[config.mk]
export PLATFORM = sky130hd
export DESIGN_NAME = pbtid_ctrl
export DESIGN_NICKNAME = d
export VERILOG_FILES = /design/src/design/pipe_busy_trace_interval_decoder_defines.svh /design/src/design/pbtid_pkg.sv /design/src/design/pbtid_ctrl.sv
export SDC_FILE = /design/constraint.sdc
export NUM_CORES = 1
export LEC_CHECK = 0
export BUFFER_PORTS_ARGS = -buffer_cell sky130_fd_sc_hd__buf_4
export CAP_MARGIN = 10
export CORE_MARGIN = 4
export CORE_UTILIZATION = 30
export CTS_BUF_LIST = sky130_fd_sc_hd__clkbuf_8 sky130_fd_sc_hd__clkbuf_16
export DETAILED_ROUTE_END_ITERATION = 16
export PLACE_DENSITY = 0.54
export SLEW_MARGIN = 20
export SYNTH_ARGS = -nofsm -noshare
export SYNTH_HDL_FRONTEND = slang
export SYNTH_SLANG_ARGS = --single-unit
[constraint.sdc]
create_clock -name clk -period 1.8 [get_ports clk]
set_input_delay 0.36 -clock clk [delete_from_list [all_inputs] [get_ports clk]]
set_output_delay 0.36 -clock clk [all_outputs]
set_load 0.01 [all_outputs]
[src/design/pipe_busy_trace_interval_decoder_defines.svh]
// assertion macros for the pipe busy trace interval decoder
`ifndef PIPE_BUSY_TRACE_INTERVAL_DECODER_DEFINES_SVH
`define PIPE_BUSY_TRACE_INTERVAL_DECODER_DEFINES_SVH
`ifndef SYNTH
// same-cycle implication
`define PBTID_ASSERT_NOW(label, clk, rst_n, ante, cons) \
    label: assert property (@(posedge clk) disable iff (!rst_n) (ante) |-> (cons)) \
        else $error("pbtid check failed");
// next-cycle implication
`define PBTID_ASSERT_NEXT(label, clk, rst_n, ante, cons) \
    label: assert property (@(posedge clk) disable iff (!rst_n) (ante) |=> (cons)) \
        else $error("pbtid check failed");
`else
`define PBTID_ASSERT_NOW(label, clk, rst_n, ante, cons)
`define PBTID_ASSERT_NEXT(label, clk, rst_n, ante, cons)
`endif
`endif

[src/design/pbtid_pkg.sv]
// shared types and constants of the pipe busy trace interval decoder
package pbtid_pkg;

    localparam int CHAN_W = 10;
    localparam int PIPE_W = 4;

    localparam logic [3:0]  TYPE_BUSY     = 4'hF;
    localparam logic [3:0]  TYPE_MARK_MAX = 4'd5;
    localparam logic [3:0]  TYPE_MARK_ALT = 4'd10;
    localparam logic [11:0] END_FIRST_ID  = 12'h888;
    localparam logic        KIND_INTERVAL = 1'b0;
    localparam logic        KIND_MARK     = 1'b1;

    typedef struct packed {
        logic        kind;
        logic [5:0]  channel;
        logic [3:0]  pipe_or_type;
        logic [11:0] mark_id;
        logic [63:0] start_time;
        logic [63:0] duration;
        logic        end_run_open;
        logic        last;
    } res_t;

    typedef struct packed {
        logic clr;
        logic load;
        logic clk_rd;
        logic clk_upd;
        logic mark_emit;
        logic p_rst;
        logic p_rd;
        logic p_eval;
        logic p_inc;
        logic flush;
    } cmd_t;

    typedef struct packed {
        logic clr_last;
        logic busy_ok;
        logic mark_ok;
        logic p_last;
        logic need_emit;
        logic pend_valid;
        logic out_free;
    } sts_t;

endpackage

[src/design/pbtid_ctrl.sv]
// control state machine of the pipe busy trace interval decoder
module pbtid_ctrl (
    input  logic          clk,
    input  logic          rst_n,
    input  logic          in_valid,
    output logic          in_stall,
    input  pbtid_pkg::sts_t sts,
    output pbtid_pkg::cmd_t cmd
);
    import pbtid_pkg::*;

    typedef enum logic [6:0] {
        S_CLEAR  = 7'b0000001,
        S_IDLE   = 7'b0000010,
        S_CLK_RD = 7'b0000100,
        S_CLK_UP = 7'b0001000,
        S_P_RD   = 7'b0010000,
        S_P_EV   = 7'b0100000,
        S_FLUSH  = 7'b1000000
    } state_t;

    state_t state_reg;
    state_t state_next;

    // next state and commands
    always_comb
    begin
        state_next = state_reg;
        cmd = '0;
        case (state_reg)
            S_CLEAR:
            begin
                cmd.clr = 1'b1;
                if (sts.clr_last)
                    state_next = S_IDLE;
            end
            S_IDLE:
            begin
                if (in_valid)
                begin
                    cmd.load = 1'b1;
                    state_next = S_CLK_RD;
                end
            end
            S_CLK_RD:
            begin
                if (sts.busy_ok || sts.mark_ok)
                begin
                    cmd.clk_rd = 1'b1;
                    state_next = S_CLK_UP;
                end
                else
                    state_next = S_IDLE;
            end
            S_CLK_UP:
            begin
                if (sts.busy_ok)
                begin
                    cmd.clk_upd = 1'b1;
                    cmd.p_rst = 1'b1;
                    state_next = S_P_RD;
                end
                else if (sts.out_free)
                begin
                    cmd.clk_upd = 1'b1;
                    cmd.mark_emit = 1'b1;
                    state_next = S_IDLE;
                end
            end
            S_P_RD:
            begin
                cmd.p_rd = 1'b1;
                state_next = S_P_EV;
            end
            S_P_EV:
            begin
                if (!(sts.need_emit && sts.pend_valid && !sts.out_free))
                begin
                    cmd.p_eval = 1'b1;
                    if (sts.p_last)
                        state_next = S_FLUSH;
                    else
                    begin
                        cmd.p_inc = 1'b1;
                        state_next = S_P_RD;
                    end
                end
            end
            S_FLUSH:
            begin
                if (!sts.pend_valid)
                    state_next = S_IDLE;
                else if (sts.out_free)
                begin
                    cmd.flush = 1'b1;
                    state_next = S_IDLE;
                end
            end
            default:
                state_next = S_IDLE;
        endcase
    end

    // state register
    always_ff @(posedge clk or negedge rst_n)
    begin
        if (!rst_n)
            state_reg <= S_CLEAR;
        else
            state_reg <= state_next;
    end

    assign in_stall = (state_reg != S_IDLE);

endmodule

---- Yosys cells after proc, flatten, opt, wreduce, memory -nomap -nowiden ----
Cells that the tools add are included.
cells by class
  equal/unequal tests ..................... 11
  muxes and demuxes ....................... 26
  reductions and logical operators ........ 5
operators by type and width
  kind                number
  $mux 7              7
  $pmux 7 s7          1
  $mux 1              13
  $eq 7x1->1 const B  1
  $eq 7x2->1 const B  1
  $eq 7x3->1 const B  1
  $eq 7x4->1 const B  1
  $eq 7x5->1 const B  1
  $eq 7x6->1 const B  1
  $eq 7x7->1 const B  1
  $ne 7x2->1 const B  1
  $mux 2              3
  $ne 2x2->1 const B  3
  $mux 4              1
  $mux 3              1
  $reduce_and 3->1    1
  $logic_and 1x1->1   2
  $logic_not 1->1     1
  $logic_or 1x1->1    1
word-level totals
  register bits after elaboration ......... 7
  input bits .............................. 10
  output and inout bits ................... 11
  word-level logic and storage cells ...... 43

---- Depth between registers and ports, before layout ----
Gate-level depths: netlist of the first run.
  depth after elaboration ................. 4
  mapped depth ............................ 4
  mapped depth without buffers ............ 4

---- Least setup slack after synthesis of the first run ----
Ideal clock, no wire load.
  kind .................................... register -> output
  start ................................... reg state_reg[1]
  end ..................................... out cmd[5] (netlist name)
  data arrival time ....................... 1.425 ns
  data required time ...................... 1.440 ns
  path slack .............................. 0.015 ns
  cell stages (with the launch flop) ...... 4
  path buffers ............................ 0
  cells stage by stage .................... dfrtp_1 -> or2_2 -> or3_1 -> nor4_1
RTL lines
  element                 line               RTL
  from (decl)             pbtid_ctrl.sv:22   state_t state_reg;
  from (signal assigned)  pbtid_ctrl.sv:110  state_reg <= state_next;
  to (decl)               pbtid_ctrl.sv:8    output pbtid_pkg::cmd_t cmd

==> out/qor.yml, run 1 <==
status: "complete, but fails checks"
violations: "setup timing"
fin_crit_sh_pct: 108
fp-row-count: 15
drive_above_1_share_pct: 68.0
rsz0062_at_grt: "true"
grt_pass1_wl_mm: 3.19
synth.yosys.warnings: 0
grt_max_degree: 8
fin_nets: 133
routed_wl_mm: 2.20
syn-instance-count: 68
largest_reg_flops: 7
synth.yosys.seq_area_share_pct: 30.3
drt_iter0_drc: 13
path_common_cell: "buf_4"
p_total_mw: 1.21
crit_path_start_kind: "register"
numCtsBuffers: 3
synth.distinct_cells: 35
gr-usage-all-layers_pct: 16.2
required_ns: 1.44
cts_tree: "done"
crit_path_end_kind: "output port"
syn_area_um2: 582
fin_area_um2: 1220
die_w_um: 52.0
first_pass_iters: 4
grt_pass1_vias: 712
crit_fanout: 4
finalSetupViolCount: 8
avgSynthCellArea_um2: 8.56
initial_core_util_pct: 32.6
fin_ws_ns: -0.139
peakVddDrop_mv: 0.695
pwr_density_cell_nw_per_um2: 990
portBuffers: 20
via_per_inst: 5.07
cts_root_buffer: "clkbuf_8"
core-area_um2: 1780
utilization_pct: 68.5
hpwlAfterDp_mm: 1.33
num_vias: 746
synth_fp_nets: 78
cp_cell_sequence: "or3_4 > nor3_2 > buf_4 > o21a_1 > buf_4"
crit_family: "simple AND/OR/NAND/NOR gates"
dieArea_um2: 2710
worstSetupPathType: "register to output port"
clock_skew_ns: 0.00312
gr-total-overflow: 0
postPlaceCellArea_um2: 853
period_needed_ns: 1.94
synthToLayoutAreaGrowth_pct: 110
crit_arrival_ns: 1.58
clock-sinks: 7
netlist.area_leader.share_pct: 25.8
yosysTopAreaCell: "dfrtp_1"
diodes: 0
crit_buf_inv: 2
power_leakage_nw: 0.581
slew_headroom_pct: 81.1
clk_pin_slew_ns: 0.04
hp-class: "input port to register"
num_io_pins: 21
max_freq_mhz: 516
die_y_um: 52.0
hold_viol: 0
max-cap-violations: 0
slowest_stage: "dfrtp_1"
globalplace.congestion: 0.819
ant_nets: 0
cts_buffer_depth: 2
htree_levels: 1
wl_per_cell_um: 14.9
antenna_found_initial: 0
worst_pin_slew_ns: 0.281
clk_latency_ns: 0.23
synth_area_leaders: "dfrtp_1 (26%), nor2_1 (5.2%), dfstp_2 (4.5%), nor3_1 (4.3%), nor4_2 (4.3%)"
drv_slew: 0
drc: 0
ys_seq_elements: 7
cp_slowest_stage_delay_ns: 0.41
==> metal layers <==
layer	vias to the layer above	part of all wire [%]	GRT usage [%]	wire length, µm
met2	15	54	29.9	1180
li1	365	-	-	-
met4	0	0.77	5.24	17
met1	363	41	17.3	909
met5	-	0	0	0
met3	3	4.2	4.87	92
==> metrics by stage <==
step | hold WS (ns) | worst slack (ns) | setup TNS [ns] | cells
2_1_floorplan | 0.0644 | 0.0148 | 0 | 68
3_5_place_dp | 0.182 | 0.0227 | 0 | 125
5_1_grt | 0.269 | -0.218 | -1.42 | 147
6_report | 0.272 | -0.139 | -0.784 | 147
3_3_place_gp | 0.184 | 0.0316 | 0 | 125
4_1_cts | 0.270 | -0.108 | -0.664 | 142
==> cell type report <==
type	instances	area (µm²)
sequential	7	181
inverter	5	18.8
fill	138	562
clock buffer	3	41.3
timing repair buffer	50	408
multi-input combinational	56	537
tap	25	31.3
clock inverter	1	3.75
==> worst paths after layout <==
path	start	to	slack, ns	depth (start not counted)
setup / recovery	state_reg[5]	cmd[6]	-0.14	5
hold / removal	sts[6]	state_reg[0]	0.27	2
setup reg to reg	state_reg[1]	state_reg[1]	0.01	8
hold reg to reg	state_reg[3]	state_reg[3]	0.67	2
max in group asynchronous	rst_n	state_reg[0]	1.11	2
min in group asynchronous	rst_n	state_reg[6]	0.48	2
==> cell families (layout without fill, tap and decap cells) <==
group | Yosys count | count (layout) | share of synthesized area, %
DFF | 7 | 7 | 30.3
buffers and inverters | 5 | 59 | 3.23
AOI/OAI and AO/OA | 14 | 14 | 18.5
xor gates and xnor gates | 2 | 2 | 3.01
and+or+nand+nor | 40 | 40 | 44.9
==> cells in the final DEF, fill, tap and decap left out, types with 3 or more instances in the layout <==
master    netlist  layout
buf_4           0      41
nor3_2          1       4
nor2_1          8       5
buf_6           0       8
nor4_4          0       3
o211ai_1        3       3
inv_1           5       6
dfrtp_2         0       4
clkbuf_8        0       3
==> timing repair <==
action	4_1_cts	5_1_grt
pin swaps	7	7
hold endpoints to repair	6	0
setup buffers	12	5
gates resized for setup	20	22
endpoints found under the setup margin	11	14
hold buffers	1	0
==> where the power goes <==
group	switching [mW]	internal, mW
logic	0.313	0.442
clock network	0.0696	0.147
registers	0.0487	0.188
==> synthesized netlist by cell type <==
| master | number |
|---|---|
| nand3_1 | 2 |
| nor3b_1 | 3 |
| a32o_1 | 1 |
| o22a_1 | 1 |
| nor4_1 | 2 |
| xnor2_1 | 1 |
| nand2_1 | 2 |
| or3_4 | 1 |
| nor2_1 | 8 |
| o21ai_0 | 2 |
| o211ai_1 | 3 |
| inv_1 | 5 |
| a2bb2oi_1 | 1 |
| dfstp_2 | 1 |
| nor4_2 | 2 |
| and2_1 | 3 |
| xor2_1 | 1 |
| and2b_2 | 1 |
| nand2b_1 | 1 |
| dfrtp_1 | 6 |
| o31a_1 | 1 |
| nor3_2 | 1 |
| or2_2 | 2 |
| nor3_1 | 5 |
| and4b_1 | 1 |
| or4_4 | 1 |
| or3_1 | 1 |
| nand4b_1 | 1 |
| a21oi_1 | 1 |
| or3b_2 | 1 |
| o311ai_1 | 1 |
| o21a_1 | 2 |
| o211a_1 | 1 |
| or2b_1 | 1 |
| and3b_1 | 1 |
Power figures use the tool's default switching activity.
==> inputs of run 2 (changes only) <==
CORE_MARGIN = not set   (was 4)
PLACE_DENSITY = 0.62   (was 0.54)
==> run 2 against run 1 <==
Compared with the run above:
- the flow still finishes with violations (setup timing)
- die area decreased by 22%
- clock skew about the same
- via count down 13%
- non-clock buffer count fell by 15
- critical path depth fell by 1
- sequential cell count unchanged
- power fell by 19%
- critical path type unchanged
- highest routed layer unchanged
==> out/qor.yml, run 2 (synthesized netlist as in run 1, its figures left out) <==
status: "complete, but fails checks"  # unchanged
violations: "setup timing"  # unchanged
peakVddDrop_mv: 0.870  # was 0.695 mV
power_leakage_nw: 0.466  # was 0.581 nW
grt_pass1_vias: 573  # was 712
wl_per_cell_um: 12.7  # was 14.9 µm
numCtsBuffers: 3  # unchanged
crit_path_start_kind: "register"  # unchanged
cp_slowest_stage_delay_ns: 0.44  # was 0.41 ns
die_y_um: 46.0  # was 52.0 µm
drc: 0  # unchanged
fin_nets: 118  # was 133
pwr_density_cell_nw_per_um2: 983  # was 990 nW/µm²
instances_no_fill: 132  # was 147
period_needed_ns: 1.93  # was 1.94 ns
crit_path_end_kind: "output port"  # unchanged
num_vias: 651  # was 746
portBuffers: 20  # unchanged
largest_reg_flops: 7  # unchanged
fin_ws_ns: -0.132  # was -0.139 ns
fin_crit_sh_pct: 107  # was 108%
clock_skew_ns: 0.00334  # was 0.00312 ns
fill_cells: 177  # was 138
hold_viol: 0  # unchanged
clk_latency_ns: 0.23  # about the same
final.setup.tns_ns: -0.661  # was -0.784 ns
clock-sinks: 7  # unchanged
dp_cells: 121  # was 125
htree_levels: 1  # unchanged
pre_cts_slack_ns: -0.00967  # was 0.0227 ns
crit_buf_inv: 1  # was 2
pwr-share-clk_pct: 21.5  # was 18.0%
gr-usage-all-layers_pct: 16.9  # was 16.2%
cp_cell_sequence: "or3_4 > nor3_4 > and2_1 > buf_4"  # was or3_4 > nor3_2 > buf_4 > o21a_1 > buf_4
crit_arrival_ns: 1.57  # was 1.58 ns
final_common_cell: "buf_4"  # unchanged
hp-class: "input port to register"  # unchanged
cts_tree: "done"  # unchanged
grt_max_degree: 9  # was 8
combPwrFrac_pct: 56.5  # was 62.5%
hpwlAfterDp_mm: 1.20  # was 1.33 mm
drv_slew: 0  # unchanged
grt_pass1_wl_mm: 2.48  # was 3.19 mm
drt_iter0_drc: 13  # unchanged
max-cap-violations: 0  # unchanged
slew_headroom_pct: 73.0  # was 81.1%
finalSetupViolCount: 8  # unchanged
cts_buffer_depth: 2  # unchanged
core-area_um2: 1760  # was 1780 µm²
antenna_found_initial: 0  # unchanged
clk_pin_slew_ns: 0.04  # about the same
required_ns: 1.44  # about the same
multi_input_area_um2: 457  # was 537 µm²
die_w_um: 46.0  # was 52.0 µm
fp-row-count: 15  # unchanged
drive_above_1_share_pct: 56.1  # was 68.0%
max_freq_mhz: 518  # was 516 MHz
first_pass_iters: 4  # unchanged
gr-total-overflow: 0  # unchanged
dieArea_um2: 2120  # was 2710 µm²
initial_core_util_pct: 33.0  # was 32.6%
cts_root_buffer: "clkbuf_8"  # unchanged
diodes: 0  # unchanged
globalplace.congestion: 0.797  # was 0.819
via_per_inst: 4.93  # was 5.07
ant_nets: 0  # unchanged
mostFrequentLayoutCells: "buf_4 (33), nor2_1 (7), inv_1 (6)"  # was buf_4 (41), buf_6 (8), inv_1 (6)
num_io_pins: 21  # unchanged
regArea_um2: 180  # was 181 µm²
worst_pin_slew_ns: 0.404  # was 0.281 ns
p_sw_mw: 0.340  # was 0.431 mW
slowest_stage: "dfrtp_2"  # was dfrtp_1
crit_fanout: 7  # was 4
rsz0062_at_grt: "true"  # unchanged
p_sw_share_pct: 34.5  # was 35.7%
synthToLayoutAreaGrowth_pct: 72.0  # was 110%
crit_family: "simple AND/OR/NAND/NOR gates"  # unchanged
routed_wl_mm: 1.67  # was 2.20 mm
intPower_mw: 0.644  # was 0.778 mW
power.sequential.fraction_pct: 22.0  # was 19.5%
worstSetupPathType: "register to output port"  # unchanged
==> run 2: cell count changes in the layout (fill, tap and decap cells not counted), sizes merged <==
cell	delta
buf	-15
==> run 2: power by group through the flow <==
stage	Clock, mW	Combinational [mW]	Sequential, mW
floorplan	0	0.235	0.219
global placement	0	0.429	0.215
detailed placement	0	0.430	0.214
CTS	0.213	0.537	0.215
global route	0.223	0.602	0.221
finish	0.212	0.556	0.217
==> run 2: path summary, 6_finish.rpt <==
path / from / end / slack (ns) / depth (start not counted)
setup / recovery: state_reg[6] / cmd[4] / -0.13 / 4
hold / removal: sts[6] / state_reg[0] / 0.28 / 2
setup reg to reg: state_reg[6] / state_reg[1] / 0.07 / 5
hold reg to reg: state_reg[0] / state_reg[0] / 0.60 / 2
max in group asynchronous: rst_n / state_reg[0] / 1.11 / 2
min in group asynchronous: rst_n / state_reg[5] / 0.48 / 2
==> run 2: repair_timing <==
action	4_1_cts	5_1_grt
hold endpoints to repair	6	0
setup endpoints to repair	10	11
setup buffers	3	3
pin swaps	2	5
gates resized for setup	16	3
hold buffers	1	0
==> run 2: layout make-up <==
class | count | share of cell area [%]
Timing Repair Buffer | 35 | 26.9
Inverter | 5 | 1.88
Tap cell | 25 | 3.13
Clock buffer | 3 | 4.13
Multi-Input combinational cell | 56 | 45.6
Clock inverter | 1 | 0.375
Sequential cell | 7 | 18.0
==> run 2: per-stage QoR <==
stage	cell area, µm²	power, mW	utilization [%]	hold WS [ns]
detailed placement	823	0.644	46.7	0.175
global placement	823	0.644	46.7	0.178
CTS	973	0.965	55.2	0.273
finish	1000	0.984	56.7	0.275
floorplan	582	0.454	-	0.0644
global route	1000	1.05	56.7	0.280
==> run 2: layer usage <==
metal	wire length (µm)	global-route usage (%)	part of all wire [%]
met5	0	0	0
met4	23	5.29	1.4
met3	87	3.57	5.2
met2	816	28.5	49
met1	744	21.4	44
